==> src/design/assert_macros.svh <==
// ----------------------------------------------------------------------------
// assert_macros.svh
// Assertion macros shared by the card number check RTL; empty for synthesis.
// ----------------------------------------------------------------------------
`ifndef ASSERT_MACROS_SVH
`define ASSERT_MACROS_SVH

`ifndef SYNTHESIS

// check expr at every clock edge outside reset
`define ASSERT_ALWAYS(label, clk, rst, expr) \
   label: assert property (@(posedge clk) disable iff (rst) (expr)) \
      else $error("assertion failed");

// check cons in the cycle after ante
`define ASSERT_NEXT(label, clk, rst, ante, cons) \
   label: assert property (@(posedge clk) disable iff (rst) (ante) |=> (cons)) \
      else $error("assertion failed");

// check cons in the same cycle as ante
`define ASSERT_IMPLY(label, clk, rst, ante, cons) \
   label: assert property (@(posedge clk) disable iff (rst) (ante) |-> (cons)) \
      else $error("assertion failed");

`else

`define ASSERT_ALWAYS(label, clk, rst, expr)
`define ASSERT_NEXT(label, clk, rst, ante, cons)
`define ASSERT_IMPLY(label, clk, rst, ante, cons)

`endif

`endif

==> src/design/cnlc_pkg.sv <==
// ----------------------------------------------------------------------------
// cnlc_pkg
// Types, constants and Luhn helper functions for the card number check.
// ----------------------------------------------------------------------------
package cnlc_pkg;

   localparam int DIGIT_W  = 4;
   localparam int COUNT_W  = 5;
   localparam int STATUS_W = 3;

   localparam logic [DIGIT_W-1:0] DIGIT_MAX = 4'd9;

   localparam logic [COUNT_W-1:0] LEN_MIN   = 5'd13;
   localparam logic [COUNT_W-1:0] LEN_MAX   = 5'd16;
   localparam logic [COUNT_W-1:0] COUNT_SAT = 5'd17;

   localparam logic [DIGIT_W-1:0] PREFIX_FOUR   = 4'd4;
   localparam logic [DIGIT_W-1:0] PREFIX_FIVE   = 4'd5;
   localparam logic [DIGIT_W-1:0] PREFIX_SIX    = 4'd6;
   localparam logic [DIGIT_W-1:0] PREFIX_THREE  = 4'd3;
   localparam logic [DIGIT_W-1:0] PREFIX_SEVEN  = 4'd7;

   localparam logic [STATUS_W-1:0] STATUS_VALID    = 3'd0;
   localparam logic [STATUS_W-1:0] STATUS_ZERO     = 3'd1;
   localparam logic [STATUS_W-1:0] STATUS_LENGTH   = 3'd2;
   localparam logic [STATUS_W-1:0] STATUS_PREFIX   = 3'd3;
   localparam logic [STATUS_W-1:0] STATUS_CHECKSUM = 3'd4;

   typedef struct packed {
      logic [DIGIT_W-1:0] digit;
      logic               last;
   } cnlc_word_type;

   typedef struct packed {
      logic               nonzero;
      logic [COUNT_W-1:0] count;
      logic [DIGIT_W-1:0] lead;
      logic [DIGIT_W-1:0] second;
      logic [DIGIT_W-1:0] sum_plain;
   } cnlc_summary_type;

   function automatic logic [DIGIT_W-1:0] add_mod10(input logic [DIGIT_W-1:0] a,
                                                    input logic [DIGIT_W-1:0] b);
      logic [DIGIT_W:0] s;
      s = {1'b0, a} + {1'b0, b};
      if (s >= 5'd10) begin
         s = s - 5'd10;
      end
      return s[DIGIT_W-1:0];
   endfunction

   function automatic logic [DIGIT_W-1:0] luhn_double(input logic [DIGIT_W-1:0] d);
      logic [DIGIT_W:0] t;
      t = {d, 1'b0};
      if (t > 5'd9) begin
         t = t - 5'd9;
      end
      return t[DIGIT_W-1:0];
   endfunction

endpackage

==> src/design/cnlc_stream_if.sv <==
// ----------------------------------------------------------------------------
// cnlc_stream_if
// Valid/ready channels for digit words and verdict words.
// ----------------------------------------------------------------------------
interface cnlc_req_if;
   import cnlc_pkg::*;

   logic               valid;
   logic               ready;
   logic [DIGIT_W-1:0] digit;
   logic               last;

   modport source (output valid, output digit, output last, input ready);
   modport sink   (input valid, input digit, input last, output ready);
endinterface

interface cnlc_rsp_if;
   import cnlc_pkg::*;

   logic                valid;
   logic                ready;
   logic [STATUS_W-1:0] status;
   logic [COUNT_W-1:0]  digit_count;

   modport source (output valid, output status, output digit_count, input ready);
   modport sink   (input valid, input status, input digit_count, output ready);
endinterface

==> src/design/cnlc_in_stage.sv <==
// ----------------------------------------------------------------------------
// cnlc_in_stage
// Input register for digit words with pass-through ready.
// ----------------------------------------------------------------------------
module cnlc_in_stage (
   input  logic                   clock,
   input  logic                   reset,
   cnlc_req_if.sink               req_port,
   input  logic                   out_free,
   output logic                   word_valid,
   output cnlc_pkg::cnlc_word_type word
);
   import cnlc_pkg::*;

   logic          valid_ff;
   logic          valid_in;
   cnlc_word_type word_ff;
   cnlc_word_type word_in;

   assign req_port.ready = !valid_ff || out_free;

   always_comb begin
      valid_in = valid_ff;
      word_in  = word_ff;
      if (req_port.ready) begin
         valid_in = req_port.valid;
      end
      if (req_port.ready && req_port.valid) begin
         word_in.digit = req_port.digit;
         word_in.last  = req_port.last;
      end
   end

   always_ff @(posedge clock) begin
      if (reset) begin
         valid_ff <= 1'b0;
      end else begin
         valid_ff <= valid_in;
      end
      word_ff <= word_in;
   end

   assign word_valid = valid_ff;
   assign word       = word_ff;

endmodule

==> src/design/cnlc_accum.sv <==
// ----------------------------------------------------------------------------
// cnlc_accum
// Running digit count, prefix capture and dual-parity Luhn sums.
// ----------------------------------------------------------------------------
`include "assert_macros.svh"

module cnlc_accum (
   input  logic                      clock,
   input  logic                      reset,
   input  logic                      advance,
   input  cnlc_pkg::cnlc_word_type   word,
   output cnlc_pkg::cnlc_summary_type summary
);
   import cnlc_pkg::*;

   logic               nonzero_ff;
   logic [COUNT_W-1:0] count_ff;
   logic [DIGIT_W-1:0] lead_ff;
   logic [DIGIT_W-1:0] second_ff;
   logic [DIGIT_W-1:0] plain_ff;
   logic [DIGIT_W-1:0] doubled_ff;

   logic               nonzero_in;
   logic [COUNT_W-1:0] count_in;
   logic [DIGIT_W-1:0] lead_in;
   logic [DIGIT_W-1:0] second_in;
   logic [DIGIT_W-1:0] plain_in;
   logic [DIGIT_W-1:0] doubled_in;

   logic [DIGIT_W-1:0] digit_sat;

   always_comb begin
      digit_sat  = (word.digit > DIGIT_MAX) ? DIGIT_MAX : word.digit;
      nonzero_in = nonzero_ff;
      count_in   = count_ff;
      lead_in    = lead_ff;
      second_in  = second_ff;
      plain_in   = plain_ff;
      doubled_in = doubled_ff;
      if (nonzero_ff || digit_sat != '0) begin
         if (count_ff == 5'd0) begin
            lead_in = digit_sat;
         end else if (count_ff == 5'd1) begin
            second_in = digit_sat;
         end
         if (count_ff < COUNT_SAT) begin
            count_in = count_ff + 5'd1;
         end
         nonzero_in = 1'b1;
         plain_in   = add_mod10(doubled_ff, digit_sat);
         doubled_in = add_mod10(plain_ff, luhn_double(digit_sat));
      end
   end

   always_ff @(posedge clock) begin
      if (reset) begin
         nonzero_ff <= 1'b0;
         count_ff   <= '0;
         lead_ff    <= '0;
         second_ff  <= '0;
         plain_ff   <= '0;
         doubled_ff <= '0;
      end else if (advance) begin
         if (word.last) begin
            nonzero_ff <= 1'b0;
            count_ff   <= '0;
            lead_ff    <= '0;
            second_ff  <= '0;
            plain_ff   <= '0;
            doubled_ff <= '0;
         end else begin
            nonzero_ff <= nonzero_in;
            count_ff   <= count_in;
            lead_ff    <= lead_in;
            second_ff  <= second_in;
            plain_ff   <= plain_in;
            doubled_ff <= doubled_in;
         end
      end
   end

   assign summary.nonzero   = nonzero_in;
   assign summary.count     = count_in;
   assign summary.lead      = lead_in;
   assign summary.second    = second_in;
   assign summary.sum_plain = plain_in;

   `ASSERT_ALWAYS(a_count_sat, clock, reset, count_ff <= COUNT_SAT)
   `ASSERT_ALWAYS(a_zero_idle, clock, reset, nonzero_ff || (count_ff == '0 && plain_ff == '0))
   `ASSERT_NEXT(a_clear_on_last, clock, reset, advance && word.last, !nonzero_ff && count_ff == '0)

endmodule

==> src/design/cnlc_verdict.sv <==
// ----------------------------------------------------------------------------
// cnlc_verdict
// Verdict decode and result register for the verdict channel.
// ----------------------------------------------------------------------------
`include "assert_macros.svh"

module cnlc_verdict (
   input  logic                       clock,
   input  logic                       reset,
   input  logic                       emit,
   input  cnlc_pkg::cnlc_summary_type summary,
   cnlc_rsp_if.source                 rsp_port,
   output logic                       out_free
);
   import cnlc_pkg::*;

   logic                valid_ff;
   logic                valid_in;
   logic [STATUS_W-1:0] status_ff;
   logic [STATUS_W-1:0] status_in;
   logic [COUNT_W-1:0]  count_ff;
   logic                prefix_ok;

   assign out_free = !valid_ff || rsp_port.ready;

   always_comb begin
      prefix_ok = summary.lead == PREFIX_FOUR || summary.lead == PREFIX_FIVE ||
                  summary.lead == PREFIX_SIX ||
                  (summary.lead == PREFIX_THREE && summary.second == PREFIX_SEVEN);
      priority if (!summary.nonzero) begin
         status_in = STATUS_ZERO;
      end else if (summary.count < LEN_MIN || summary.count > LEN_MAX) begin
         status_in = STATUS_LENGTH;
      end else if (!prefix_ok) begin
         status_in = STATUS_PREFIX;
      end else if (summary.sum_plain != '0) begin
         status_in = STATUS_CHECKSUM;
      end else begin
         status_in = STATUS_VALID;
      end
      valid_in = out_free ? emit : valid_ff;
   end

   always_ff @(posedge clock) begin
      if (reset) begin
         valid_ff <= 1'b0;
      end else begin
         valid_ff <= valid_in;
      end
      if (emit) begin
         status_ff <= status_in;
         count_ff  <= summary.count;
      end
   end

   assign rsp_port.valid       = valid_ff;
   assign rsp_port.status      = status_ff;
   assign rsp_port.digit_count = count_ff;

   `ASSERT_IMPLY(a_valid_len, clock, reset, valid_ff && status_ff == STATUS_VALID, count_ff >= LEN_MIN && count_ff <= LEN_MAX)
   `ASSERT_IMPLY(a_zero_count, clock, reset, valid_ff && status_ff == STATUS_ZERO, count_ff == '0)

endmodule

==> src/design/card_number_luhn_check.sv <==
// ----------------------------------------------------------------------------
// card_number_luhn_check
// Luhn mod-10 card number check over a stream of decimal digits.
// Path: single input register, then single result register for the verdict.
// Throughput: one digit per cycle unless the verdict channel stalls.
// Reset: synchronous; clears the digit count, prefix, sums and both valids.
// ----------------------------------------------------------------------------
module card_number_luhn_check (
   input  logic        clock,
   input  logic        reset,
   cnlc_req_if.sink    req_port,
   cnlc_rsp_if.source  rsp_port
);
   import cnlc_pkg::*;

   logic             out_free;
   logic             word_valid;
   logic             advance;
   cnlc_word_type    word;
   cnlc_summary_type summary;

   assign advance = word_valid && out_free;

   cnlc_in_stage u_in_stage (
      .clock      (clock),
      .reset      (reset),
      .req_port   (req_port),
      .out_free   (out_free),
      .word_valid (word_valid),
      .word       (word)
   );

   cnlc_accum u_accum (
      .clock   (clock),
      .reset   (reset),
      .advance (advance),
      .word    (word),
      .summary (summary)
   );

   cnlc_verdict u_verdict (
      .clock    (clock),
      .reset    (reset),
      .emit     (advance && word.last),
      .summary  (summary),
      .rsp_port (rsp_port),
      .out_free (out_free)
   );

endmodule

==> src/flat_wrapper.sv <==
// flat-port wrapper written by rule: the top's interface ports become plain ports
module card_number_luhn_check_flat import cnlc_pkg::*;
  (clock, reset, req_port_valid, req_port_digit, req_port_last, req_port_ready, rsp_port_valid, rsp_port_status, rsp_port_digit_count, rsp_port_ready);
  cnlc_req_if req_port_i ();
  cnlc_rsp_if rsp_port_i ();
  input  logic clock;
  input  logic reset;
  input wire logic [$bits(req_port_i.valid)-1:0] req_port_valid;
  input wire logic [$bits(req_port_i.digit)-1:0] req_port_digit;
  input wire logic [$bits(req_port_i.last)-1:0] req_port_last;
  output wire logic [$bits(req_port_i.ready)-1:0] req_port_ready;
  output wire logic [$bits(rsp_port_i.valid)-1:0] rsp_port_valid;
  output wire logic [$bits(rsp_port_i.status)-1:0] rsp_port_status;
  output wire logic [$bits(rsp_port_i.digit_count)-1:0] rsp_port_digit_count;
  input wire logic [$bits(rsp_port_i.ready)-1:0] rsp_port_ready;
  assign req_port_i.valid = req_port_valid;
  assign req_port_i.digit = req_port_digit;
  assign req_port_i.last = req_port_last;
  assign req_port_ready = req_port_i.ready;
  assign rsp_port_valid = rsp_port_i.valid;
  assign rsp_port_status = rsp_port_i.status;
  assign rsp_port_digit_count = rsp_port_i.digit_count;
  assign rsp_port_i.ready = rsp_port_ready;
  card_number_luhn_check u_core (.clock(clock), .reset(reset), .req_port(req_port_i), .rsp_port(rsp_port_i));
endmodule
==> config.mk <==
export PLATFORM = sky130hd
export DESIGN_NAME = card_number_luhn_check_flat
export DESIGN_NICKNAME = d
export VERILOG_FILES = /design/src/design/cnlc_pkg.sv /design/src/design/cnlc_stream_if.sv /design/src/design/cnlc_in_stage.sv /design/src/design/cnlc_accum.sv /design/src/design/cnlc_verdict.sv /design/src/design/card_number_luhn_check.sv /design/src/flat_wrapper.sv
export VERILOG_INCLUDE_DIRS = /design/src /design/src/design
export SDC_FILE = /design/constraint.sdc
export NUM_CORES = 1
export LEC_CHECK = 0
export BUFFER_PORTS_ARGS = -buffer_cell sky130_fd_sc_hd__buf_2
export CAP_MARGIN = 20
export CORE_AREA = 2 2 95 51
export CTS_BUF_LIST = sky130_fd_sc_hd__clkbuf_4 sky130_fd_sc_hd__clkbuf_8 sky130_fd_sc_hd__clkbuf_16
export CTS_CLUSTER_DIAMETER = 200
export DETAILED_ROUTE_END_ITERATION = 8
export DIE_AREA = 0 0 97 53
export PLACE_DENSITY = 0.82
export SLEW_MARGIN = 5
export SYNTH_ARGS = -nofsm -noshare
export SYNTH_HDL_FRONTEND = slang
export SYNTH_SLANG_ARGS = --single-unit
==> constraint.sdc <==
create_clock -name clock -period 5 [get_ports clock]
set_input_delay 0.25 -clock clock [delete_from_list [all_inputs] [get_ports clock]]
set_output_delay 0.25 -clock clock [all_outputs]
set_load 0.005 [all_outputs]
-- Yosys cells after proc, flatten, opt, wreduce, memory -nomap -nowiden
Index checks and enable logic that the tools add are counted.
- bits in registers: 37
- input port bits: 9
- logic and storage cells: 77
- $add $sub $neg: 6
- magnitude comparators: 7
- equal/unequal tests: 6
- muxes and demuxes: 24
- bitwise gates (word level): 2
- reduce and logical (&&, ||, !) cells: 19
- operator list (operator ; count):
    two-way mux 4 bit ; 16
    == test 4 x 3 -> 1 bit, second input constant ; 4
    two-way mux 5 bit ; 3
    subtractor 4 bit, second input constant ; 3
    adder 4 x 4 -> 5 bit ; 2
    greater-or-equal comparator 5 x 4 -> 1 bit, second input constant ; 2
    nonzero test 4 bit ; 2
    logical OR 1 bit ; 7
    adder 5 x 1 -> 5 bit, second input constant ; 1
    == test 5 x 1 -> 1 bit, second input constant ; 1
    greater-than comparator 5 x 4 -> 1 bit, second input constant ; 1
    greater-than comparator 5 bit, second input constant ; 1
    logical NOT 5 bit ; 1
    less-than comparator 5 x 4 -> 1 bit, second input constant ; 1
    less-than comparator 5 bit, second input constant ; 1
    == test 4 x 2 -> 1 bit, second input constant ; 1
    greater-than comparator 4 bit, second input constant ; 1
    logical AND 1 bit ; 4
    two-way mux 2 bit ; 2
    two-way mux 3 bit ; 1
    OR reduction 3 bit ; 1
    logical NOT 1 bit ; 2
    two-way mux 1 bit ; 2
    NOT 1 bit ; 2
    2 further kinds ; 2

-- Depth between registers and ports, before layout
Gate-level depths: netlist (run 1).
- depth after elaboration: 11
- mapped depth: 19

-- By module
A second synthesis (run 1) with hierarchy kept.
- cell total of the unflattened synthesis: 251
- area total of the unflattened synthesis: 2378.5 um^2
- by module, submodules not included (module ; times used ; cells each ; area each (um^2) ; seq. area each (um^2)):
    cnlc_accum ; 1 ; 213 ; 1776.7 ; 440.4
    cnlc_verdict ; 1 ; 26 ; 384.1 ; 260.2
    cnlc_in_stage ; 1 ; 10 ; 205.2 ; 170.2
    card_number_luhn_check ; 1 ; 2 ; 12.5 ; 0.0

-- Worst setup path after synthesis (run 1)
No wires, ideal clock.
- path kind: register to register
- start: register u_core.u_in_stage.word_ff, in the netlist u_core.u_in_stage.word[4]
- end: register u_core.u_accum.doubled_ff[2]
- arrival time: 3.528 ns
- data required time: 4.931 ns
- setup slack: 1.403 ns
- stages on the path, launching flop included: 18
- cells stage by stage: edfxtp_1 buf_6 nor2b_1 inv_1 ha_1 inv_1 ha_1 or2_2 clkbuf_1 mux2_2 fa_1 xnor2_1 ha_1 inv_1 a31oi_1 o21ai_0 mux2_2 o21ai_1
- word-level cells in the longest chain between the ends: 10
- elaborated cells on any way between the ends: 16
- classes of those cells: 3 x add/sub; 3 x order compare; 6 x mux; 4 x reduce/logical
- RTL lines (what ; line ; RTL):
    from (decl) ; cnlc_in_stage.sv:17 ; cnlc_word_type word_ff;
    from (signal assigned) ; cnlc_in_stage.sv:40 ; word_ff <= word_in;
    greater-than comparator 4 bit ; cnlc_accum.sv:33 ; digit_sat = (word.digit > DIGIT_MAX) ? DIGIT_MAX : word.digit;
    two-way mux 4 bit * ; cnlc_accum.sv:33 ;
    subtractor 4 bit / greater-than comparator 5 x 4 -> 1 bit (equally long branches) ; cnlc_pkg.sv:56, cnlc_pkg.sv:55 ;
    two-way mux 4 bit ; cnlc_pkg.sv:55 ; if (t > 5'd9) begin
    two-way mux 4 bit ; cnlc_accum.sv:40 ; if (nonzero_ff || digit_sat != '0) begin
    adder 4 x 4 -> 5 bit ; cnlc_pkg.sv:45 ; s = {1'b0, a} + {1'b0, b};
    subtractor 4 bit / greater-or-equal comparator 5 x 4 -> 1 bit (equally long branches) ; cnlc_pkg.sv:47, cnlc_pkg.sv:46 ;
    two-way mux 4 bit ; cnlc_pkg.sv:46 ; if (s >= 5'd10) begin
    two-way mux 4 bit ; cnlc_accum.sv:40 ;
    two-way mux 4 bit ; cnlc_accum.sv:64 ; if (word.last) begin
    to (signal assigned) ; cnlc_accum.sv:77 ; doubled_ff <= doubled_in;
    to (decl) ; cnlc_accum.sv:21 ; logic [DIGIT_W-1:0] doubled_ff;
Every way passes the cells marked *; elsewhere a longest branch is shown, timed or not. The select of a mux whose other input is x is not followed.
A chain may end at the register's enable or synchronous reset.

-- Final worst setup path (run 1)
Same ends and word-level chain as after synthesis.

==> results of run 1 <==
==> through the flow <==
step / power (mW) / instance area, um2 / std cells
final: 0.674 / 2490 / 316
after floorplan: 0.437 / 2300 / 244
after global placement: 0.463 / 2410 / 308
after CTS: 0.675 / 2490 / 316
after detailed placement: 0.468 / 2410 / 308
after global routing: 0.707 / 2490 / 316
==> state kept, by name (all words and copies together) (netlist names) <==
| register | count |
|---|---|
| u_core.u_accum.count_ff | 5 |
| u_core.u_verdict.rsp_port.digit_count | 5 |
| u_core.u_verdict.rsp_port.valid | 1 |
| u_core.u_accum.doubled_ff | 4 |
| u_core.u_accum.lead_ff | 4 |
| u_core.u_accum.plain_ff | 4 |
| u_core.u_accum.nonzero_ff | 1 |
| u_core.u_accum.second_ff | 4 |
| u_core.u_verdict.rsp_port.status | 3 |
| u_core.u_in_stage.word | 5 |
| u_core.u_in_stage.word_valid | 1 |
==> synth_stat cells (all sizes together) (3+ instances only) <==
library cell,number
a211oi,3
nand2b,3
o21ai,15
mux2i,3
dfxtp,24
nor2,27
edfxtp,13
nand3b,3
and2,5
a21oi,11
xnor2,5
buf,4
clkbuf,7
a31oi,6
nor3,5
inv,17
a22oi,15
nand2,14
nor2b,4
nand3,6
or4b,3
nor4b,4
ha,17
mux2,5
==> per-layer routing <==
metal	vias to the layer above	share of wire
li1	914	-
met1	885	0.52
met4	0	0.0074
met5	-	0
met2	84	0.38
met3	5	0.092
==> power groups by stage <==
stage / Clock, mW / Sequential (mW) / Combinational [mW]
3_3_place_gp: 0 / 0.337 / 0.126
4_1_cts: 0.213 / 0.331 / 0.130
6_report: 0.210 / 0.332 / 0.133
5_1_grt: 0.228 / 0.333 / 0.147
3_5_place_dp: 0 / 0.338 / 0.129
2_1_floorplan: 0 / 0.334 / 0.103
==> worst max path at each step <==
stage	depth (start not counted)	endpoint	start
2_1_floorplan	17	u_core.u_accum.doubled_ff[2]$_SDFFE_PP0P_	u_core.u_in_stage.word[4]$_DFFE_PP_
3_3_place_gp	15	u_core.u_accum.doubled_ff[2]$_SDFFE_PP0P_	u_core.u_in_stage.word[4]$_DFFE_PP_
3_5_place_dp	15	u_core.u_accum.doubled_ff[2]$_SDFFE_PP0P_	u_core.u_in_stage.word[4]$_DFFE_PP_
4_1_cts	15	u_core.u_accum.doubled_ff[2]$_SDFFE_PP0P_	u_core.u_in_stage.word[4]$_DFFE_PP_
5_1_grt	15	u_core.u_accum.doubled_ff[2]$_SDFFE_PP0P_	u_core.u_in_stage.word[4]$_DFFE_PP_
6_report	15	u_core.u_accum.doubled_ff[2]$_SDFFE_PP0P_	u_core.u_in_stage.word[4]$_DFFE_PP_
==> cell families after synthesis <==
logic type	synth area share
compound gates	0.192
fa+ha+maj	0.110
flops	0.378
xor+xnor	0.0228
simple gates	0.207
buf+inv	0.0532
mux	0.0375
==> final cells by class <==
class	count	area, um2	share of cell area
Inverter	17	63.8	0.0256
Multi-Input combinational cell	179	1310	0.526
Clock inverter	2	10.0	0.00401
Timing Repair Buffer	18	90.1	0.0361
Sequential cell	37	871	0.349
Clock buffer	6	76.3	0.0306
Tap cell	57	71.3	0.0286
==> results.py, run 1 <==
metrics = {
    "power_and_ir_drop": {
        "leakagePower_nw": 0.994,
        "pwr_density_cell_nw_per_um2": 270,
        "p_sw_mw": 0.196,
        "ir_drop_uv": 166,
        "p_clk_frac": 0.311,
        "swShare": 0.291,
        "power.internal_mw": 0.478,
        "seqPwrFrac": 0.492,
        "p_comb_frac": 0.197,
    },
    "synthesis": {
        "syn_avg_cell_area_um2": 9.45,
        "synthTopCellsByArea": "dfxtp_1 21%, edfxtp_1 17%, ha_1 9.2%, a22oi_1 4.9%, nor2_1 4.4%",
        "syn_nets": 272,
        "synth_cell_types": 50,
        "yosysTopAreaCell": "dfxtp_1",
        "syn-instance-count": 244,
        "synth_ff_type": "dfxtp_1",
        "yosys.area.top_type_share": 0.208,
        "ys_warn_count": 0,
        "yosysSeqAreaShare": 0.378,
        "synthArstFlopShare": 0,
        "synth_edf_count": 13,
        "netlist_area_um2": 2300,
        "synth-seq-cells": 37,
    },
    "critical_path": {
        "crit_family": "adder cells",
        "path_class": "reg2reg",
        "endpoint_kind": "flop",
        "crit_buf_inv": 3,
        "start_kind": "flop",
        "reg2reg_to": "u_core.u_accum.doubled_ff[2]$_SDFFE_PP0P_",
        "crit_path_cell_trace": "nor2b_1 > inv_1 > ha_1 > inv_1 > ha_1 > or2_2 > mux2_2 > fa_1 > xnor2_1 > ha_1 > inv_1 > a31oi_1 > o21ai_0 > mux2_2 > o21ai_1",
        "cpPeakStageDelay_ns": 0.57,
        "cp_data_arrival_time_ns": 4.23,
        "cp.required_ns": 5.23,
        "critPathMaxFanout": 11,
        "reg2reg_from": "u_core.u_in_stage.word[4]$_DFFE_PP_",
        "critPathSlowestCell": "edfxtp_1",
        "rr_worst_depth": 15,
        "r2r_slack_ns": 1.00,
    },
    "global_routing": {
        "grt_pass1_wl_um": 8470,
        "met1_usage": 0.323,
        "antenna_found_initial": 0,
        "grt.total_usage": 0.215,
        "grt-ovfl-total": 0,
        "use_met3": 0.0555,
        "grt.busiest_layer": "met1",
        "grt_pass1_vias": 1717,
        "grt.met2_usage": 0.302,
        "grt_max_degree": 26,
    },
    "clocking": {
        "cts_hold_buf": 0,
        "postCtsSetupBuffers": 0,
        "clock_latency_ns": 0.29,
        "cts_max_level": 2,
        "path_clk_slew_ns": 0.07,
        "cts-root-buf": "clkbuf_8",
        "cts.sinks": 37,
        "clockBufferDepth": 2,
        "cts-buffers-inserted": 5,
        "cts_tree": "yes",
        "cts_resized": 0,
    },
    "outcome": {
        "outcome": "finished, final reports clean",
    },
    "drt": {
        "post_drt_via_cell_ratio": 5.97,
        "routed_wl_um": 5130,
        "dr.pass1.iters": 5,
        "drt_iter0_markers": 148,
        "drc": 0,
        "vias": 1888,
        "ant_nets": 0,
        "post_drt_wl_per_cell_um": 16.2,
    },
    "floorplanning": {
        "std_cell_rows": 17,
        "floorplan.initialDensity": 0.539,
        "dieArea_um2": 5140,
        "die_x_um": 97,
        "die_y_um": 53,
        "coreArea_um2": 4280,
        "num_io_pins": 19,
    },
    "timing": {
        "maxSlewViolCount": 0,
        "fmax_ghz": 0.250,
        "maxSlewHeadroom": 0.588,
        "whs_ns": 0.126,
        "skew_ns": 0.00455,
        "setup_viol": 0,
        "fin_ws_ns": 1.00,
        "rsz0062_at_grt": "no",
        "worstMarginPinSlew_ns": 0.614,
        "fin_crit_sh": 0.800,
        "post-route-min-period_ns": 4.00,
        "finalHoldViolations": 0,
        "fin_tns_setup_ns": 0,
    },
    "place": {
        "place_ws_ns": 1.06,
        "gp_congestion": 0.868,
        "port_buffers": 18,
        "dp_hpwl_um": 3860,
    },
    "min_path": {
        "min_path_type": "in2reg",
        "holdPathStages": 1,
        "min_from": "req_port_last",
        "hold-path-endpoint": "u_core.u_in_stage.word[0]$_DFFE_PP_",
    },
    "finish": {
        "nFillCells": 395,
        "layout_common_cells": "27 x nor2_1, 24 x dfxtp_1, 18 x buf_2",
        "area_delta_synth_final_pct": 8.20,
        "drive_gt1_frac": 0.174,
        "fin_nets": 286,
        "final_common_cell": "nor2_1",
        "antennaDiodeCount": 0,
        "final_core_util": 0.583,
    },
    "run": {
        "maxCapViolCount": 0,
    },
}
Note: power is estimated with default switching activity, not from simulation.
==> inputs of run 2 (changes only) <==
ABC_AREA = 1   (was unset)
CORE_AREA = 2 2 97 52   (was 2 2 95 51)
DIE_AREA = 0 0 99 54   (was 0 0 97 53)
clock period = 3.7 ns   (was 5 ns; I/O delays follow)
==> results.py, run 2 <==
metrics = {
    "min_path": {
        "hold-path-endpoint": "u_core.u_in_stage.word[3]$_DFFE_PP_",
        "min_from": "req_port_digit[2]",
        "holdPathStages": 1,
        "min_path_type": "in2reg",
    },
    "floorplanning": {
        "die_x_um": 99,
        "coreArea_um2": 4620,
        "dieArea_um2": 5350,
        "floorplan.initialDensity": 0.526,
        "std_cell_rows": 18,
        "die_y_um": 54,
        "num_io_pins": 19,
    },
    "critical_path": {
        "rr_worst_depth": 19,
        "critPathMaxFanout": 5,
        "reg2reg_to": "u_core.u_accum.doubled_ff[2]$_SDFFE_PP0P_",
        "reg2reg_from": "u_core.u_in_stage.word[4]$_DFFE_PP_",
        "path_class": "reg2reg",
        "r2r_slack_ns": 0.44,
        "endpoint_kind": "flop",
        "start_kind": "flop",
        "cp_data_arrival_time_ns": 3.44,
        "cp.required_ns": 3.88,
    },
    "global_routing": {
        "antenna_found_initial": 0,
        "grt_max_degree": 25,
        "grt.total_usage": 0.211,
        "grt-ovfl-total": 0,
        "grt_pass1_vias": 1838,
        "grt_pass1_wl_um": 8630,
    },
    "finish": {
        "final_common_cell": "nand2_1",
        "stdcell_area_um2": 2710,
        "drive_gt1_frac": 0.140,
        "final_core_util": 0.586,
        "fin_nets": 390,
        "stdcell_count": 423,
        "area_delta_synth_final_pct": 11.5,
        "antennaDiodeCount": 0,
        "layout_common_cells": "119 x nand2_1, 41 x inv_1, 33 x nand3_1",
    },
    "power_and_ir_drop": {
        "leakagePower_nw": 1.28,
        "pwr_density_cell_nw_per_um2": 392,
        "ir_drop_uv": 257,
        "total_power_mw": 1.06,
    },
    "place": {
        "dpl_cell_area_um2": 2540,
        "dpl.cell_count": 412,
        "dp_hpwl_um": 4070,
        "port_buffers": 18,
        "place_ws_ns": 0.286,
        "gp_congestion": 0.847,
    },
    "synthesis": {
        "synth-seq-cells": 37,
        "syn_nets": 369,
        "synth.most_common_cell": "nand2_1",
        "syn-instance-count": 341,
        "ys_warn_count": 0,
        "synth_ff_type": "dfxtp_1",
        "synthArstFlopShare": 0,
        "synth_edf_count": 13,
        "synth_cell_types": 31,
        "syn_avg_cell_area_um2": 7.12,
        "yosysSeqAreaShare": 0.359,
        "ys_top_cells_by_count": "119 x nand2_1, 41 x inv_1, 33 x nand3_1, 28 x a21oi_1, 24 x dfxtp_1",
        "synthTopCellsByArea": "dfxtp_1 20%, nand2_1 18%, edfxtp_1 16%, ha_1 8.8%, nand3_1 6.8%",
        "yosys.area.top_type_share": 0.198,
        "yosysTopAreaCell": "dfxtp_1",
        "netlist_area_um2": 2430,
    },
    "timing": {
        "whs_ns": 0.0581,
        "finalHoldViolations": 0,
        "fin_crit_sh": 0.882,
        "fin_ws_ns": 0.438,
        "fmax_ghz": 0.307,
        "rsz0062_at_grt": "no",
        "post-route-min-period_ns": 3.26,
        "maxSlewViolCount": 0,
        "worstMarginPinSlew_ns": 0.883,
        "fin_tns_setup_ns": 0,
        "setup_viol": 0,
        "skew_ns": 0.0131,
        "maxSlewHeadroom": 0.409,
    },
    "drt": {
        "post_drt_wl_per_cell_um": 12.7,
        "drt_iter0_markers": 166,
        "drc": 0,
        "post_drt_via_cell_ratio": 5.12,
        "routed_wl_um": 5390,
        "ant_nets": 0,
        "dr.pass1.iters": 4,
        "vias": 2167,
    },
    "clocking": {
        "clockBufferDepth": 2,
        "cts.sinks": 37,
        "cts_hold_buf": 0,
        "cts-buffers-inserted": 5,
        "clock_latency_ns": 0.31,
        "cts_tree": "yes",
        "path_clk_slew_ns": 0.08,
        "cts_max_level": 2,
        "cts-root-buf": "clkbuf_8",
    },
    "run": {
        "maxCapViolCount": 0,
    },
    "outcome": {
        "outcome": "finished, final reports clean",
    },
}
[run 2: how the worst max path moves through the flow]
stage / start / to / slack, ns / depth (start not counted)
after floorplan: u_core.u_in_stage.word[4]$_DFFE_PP_ / u_core.u_accum.doubled_ff[2]$_SDFFE_PP0P_ / 0.62 / 19
final: u_core.u_in_stage.word[4]$_DFFE_PP_ / u_core.u_accum.doubled_ff[2]$_SDFFE_PP0P_ / 0.44 / 19
after detailed placement: u_core.u_in_stage.word[4]$_DFFE_PP_ / u_core.u_accum.doubled_ff[2]$_SDFFE_PP0P_ / 0.29 / 19
after CTS: u_core.u_in_stage.word[4]$_DFFE_PP_ / u_core.u_accum.doubled_ff[2]$_SDFFE_PP0P_ / 0.23 / 19
after global routing: u_core.u_in_stage.word[3]$_DFFE_PP_ / u_core.u_accum.doubled_ff[3]$_SDFFE_PP0P_ / 0.03 / 18
after global placement: u_core.u_in_stage.word[4]$_DFFE_PP_ / u_core.u_accum.doubled_ff[2]$_SDFFE_PP0P_ / 0.39 / 19
[run 2: report_power, final]
group | switching [mW] | internal [mW]
sequential | 0.0110 | 0.434
clock | 0.161 | 0.271
combinational | 0.117 | 0.0668
total | 0.289 | 0.772
[run 2: cell families after synthesis]
kind of cell | Yosys count | synth area share
fa+ha+maj | 19 | 0.104
xor+xnor | 2 | 0.00722
buf+inv | 53 | 0.0959
flops | 37 | 0.359
simple gates | 185 | 0.334
compound gates | 45 | 0.101
[run 2: per-layer routing]
metal / wire length, um / part of all wire / track usage
met1: 2900 / 0.54 / 0.331
met2: 2070 / 0.38 / 0.284
met3: 391 / 0.073 / 0.0468
met4: 29 / 0.0054 / 0.0548
met5: 0 / 0 / 0
[run 2: critical path, stage by stage, from the launching register on]
cell and delay [ns]:
edfxtp_1 0.46, inv_1 0.13, nor2_1 0.07, nor2_2 0.15, ha_1 0.16, inv_1 0.04
ha_1 0.18, nor2_1 0.14, inv_1 0.11, nand2_1 0.07, o21ai_0 0.13, fa_1 0.55
inv_1 0.07, or2_2 0.26, o21ai_0 0.18, nand2_1 0.09, nand2_1 0.11, a21oi_1 0.07
o21ai_0 0.08, a21oi_1 0.08
[run 2: final cells by class]
type | count | area, um2
Inverter | 44 | 170
Sequential cell | 37 | 871
Multi-Input combinational cell | 251 | 1330
Tap cell | 60 | 75.1
Clock inverter | 3 | 68.8
Fill cell | 432 | 1910
Timing Repair Buffer | 23 | 128
Clock buffer | 5 | 68.8
[run 2: timing repair]
item / in CTS / in global routing
endpoints found under the setup margin: 0 / 3
setup buffers: 0 / 3
gates resized for setup: 0 / 1
==> inputs of run 3 (changes only) <==
ABC_AREA = unset   (was 1)
CORE_AREA = 2 2 95 51   (was 2 2 97 52)
DIE_AREA = 0 0 97 53   (was 0 0 99 54)
==> results.py, run 3 (synthesis gave the netlist of run 1 again) <==
metrics = {
    "outcome": {
        "outcome": "finished, final reports clean",
    },
    "critical_path": {
        "endpoint_kind": "flop",
        "start_kind": "flop",
        "startpoint": "u_core.u_in_stage.word[2]$_DFFE_PP_",
        "cpMostUsedCell": "inv_1",
        "critPathSlowestCell": "edfxtp_1",
        "rr_worst_depth": 16,
        "crit_family": "adder cells",
        "crit_path_cell_trace": "o21ai_1 > nand2b_1 > inv_1 > ha_1 > inv_1 > ha_1 > or2_2 > mux2_2 > fa_2 > xnor2_2 > ha_2 > inv_1 > a31oi_1 > o21ai_2 > mux2_2 > o21ai_1",
        "critPathMaxFanout": 5,
        "cpPeakStageDelay_ns": 0.40,
        "crit_buf_inv": 3,
        "cp_data_arrival_time_ns": 3.74,
        "reg2reg_from": "u_core.u_in_stage.word[2]$_DFFE_PP_",
        "path_class": "reg2reg",
        "reg2reg_to": "u_core.u_accum.doubled_ff[2]$_SDFFE_PP0P_",
        "r2r_slack_ns": 0.19,
        "cp.required_ns": 3.93,
    },
    "power_and_ir_drop": {
        "pwr_density_cell_nw_per_um2": 361,
        "total_power_mw": 0.931,
        "ir_drop_uv": 174,
        "leakagePower_nw": 1.04,
    },
    "clocking": {
        "cts.sinks": 37,
        "clock_latency_ns": 0.29,
        "cts_max_level": 2,
        "cts_tree": "yes",
        "cts-buffers-inserted": 5,
        "cts-root-buf": "clkbuf_8",
        "path_clk_slew_ns": 0.07,
        "clockBufferDepth": 2,
        "cts_hold_buf": 0,
    },
    "place": {
        "port_buffers": 18,
        "gp_congestion": 0.904,
        "dp_hpwl_um": 3910,
    },
    "floorplanning": {
        "num_io_pins": 19,
        "coreArea_um2": 4280,
        "die_x_um": 97,
        "std_cell_rows": 17,
        "die_y_um": 53,
        "floorplan.initialDensity": 0.539,
        "dieArea_um2": 5140,
    },
    "timing": {
        "maxSlewViolCount": 0,
        "fmax_ghz": 0.285,
        "maxSlewHeadroom": 0.525,
        "post-route-min-period_ns": 3.51,
        "fin_tns_setup_ns": 0,
        "worstMarginPinSlew_ns": 0.708,
        "finalHoldViolations": 0,
        "setup_viol": 0,
        "skew_ns": 0.00655,
        "fin_crit_sh": 0.948,
    },
    "finish": {
        "final_common_cell": "nor2_1",
        "fin_nets": 294,
        "area_delta_synth_final_pct": 11.9,
        "drive_gt1_frac": 0.213,
        "antennaDiodeCount": 0,
        "nFillCells": 361,
        "layout_common_cells": "27 x nor2_1, 24 x dfxtp_1, 18 x buf_2",
    },
    "drt": {
        "drt_iter0_markers": 132,
        "dr.pass1.iters": 5,
        "vias": 1930,
        "routed_wl_um": 5280,
        "drc": 0,
        "post_drt_via_cell_ratio": 5.96,
        "post_drt_wl_per_cell_um": 16.3,
        "ant_nets": 0,
    },
    "min_path": {
        "holdPathStages": 1,
        "min_path_type": "in2reg",
        "hold-path-endpoint": "u_core.u_in_stage.word[2]$_DFFE_PP_",
        "min_from": "req_port_digit[1]",
    },
    "run": {
        "maxCapViolCount": 0,
    },
    "global_routing": {
        "grt_pass1_vias": 1786,
        "grt-ovfl-total": 0,
        "antenna_found_initial": 0,
        "grt_pass1_wl_um": 8730,
        "grt.total_usage": 0.225,
        "grt_max_degree": 26,
    },
}
[run 3: cell count changes in the layout (fill, tap and decap cells not counted), sizes merged, moves of 8 or more]
| cell | before | now |
|---|---|---|
| inv | 44 | 17 |
| nand3 | 34 | 6 |
| nor2 | 19 | 27 |
| a21oi | 28 | 11 |
| nand2 | 126 | 14 |
| a22oi | 0 | 15 |
[run 3: cell type report]
type / instances / area (um2) / area share
clock inverters: 1 / 3.75 / 0.00145
flip-flops and latches: 37 / 871 / 0.338
multi-input cells: 179 / 1340 / 0.518
inverters: 17 / 63.8 / 0.0247
repair buffers: 26 / 150 / 0.0582
clock buffers: 7 / 83.8 / 0.0325
well taps: 57 / 71.3 / 0.0276
[run 3: worst reg2reg max path: stages (launching register included)]
cell      delay [ns]
edfxtp_1        0.40
o21ai_1         0.16
nand2b_1        0.15
inv_1           0.13
ha_1            0.16
inv_1           0.05
ha_1            0.18
or2_2           0.33
mux2_2          0.32
fa_2            0.39
xnor2_2         0.20
ha_2            0.23
inv_1           0.04
a31oi_1         0.20
o21ai_2         0.10
mux2_2          0.29
o21ai_1         0.12
[run 3: worst max path at each step]
stage / to / slack (ns) / cells after the start
2_1_floorplan: u_core.u_accum.doubled_ff[2]$_SDFFE_PP0P_ / 0.10 / 17
3_3_place_gp: u_core.u_accum.doubled_ff[2]$_SDFFE_PP0P_ / 0.20 / 16
3_5_place_dp: u_core.u_accum.doubled_ff[2]$_SDFFE_PP0P_ / -0.03 / 16
4_1_cts: u_core.u_accum.doubled_ff[2]$_SDFFE_PP0P_ / 0.01 / 16
5_1_grt: u_core.u_accum.doubled_ff[2]$_SDFFE_PP0P_ / -0.02 / 16
6_report: u_core.u_accum.doubled_ff[2]$_SDFFE_PP0P_ / 0.19 / 16
[run 3: metal layers]
metal / vias to the layer above / track usage / routed length (um)
li1: 931 / - / -
met1: 913 / 0.320 / 2690
met2: 73 / 0.319 / 2160
met3: 13 / 0.0661 / 323
met4: 0 / 0.0892 / 116
met5: - / 0 / 0
[run 3: repair_timing]
action,in CTS,in global routing
pin swaps,0,1
gates cloned,0,0
buffers inserted,0,4
resized for setup,2,6
endpoints found under the setup margin,1,6
[run 3: stage by stage]
step	utilization	hold WS (ns)	cell area, um2	setup slack (ns)	cells
finish	0.603	0.0649	2580	0.194	324
detailed placement	0.570	0.363	2440	-0.0321	312
global route	0.603	0.0482	2580	-0.0198	324
floorplan	-	0.264	2300	0.103	244
CTS	0.592	0.0567	2530	0.0101	320
global placement	0.570	0.361	2440	0.201	312
[run 3: power by group]
group          internal, mW  total, mW  leakage, nW  switching [mW]
logic                0.0852      0.201        0.677           0.116
clock network         0.146      0.285       0.0467           0.139
registers             0.434      0.445        0.314          0.0111
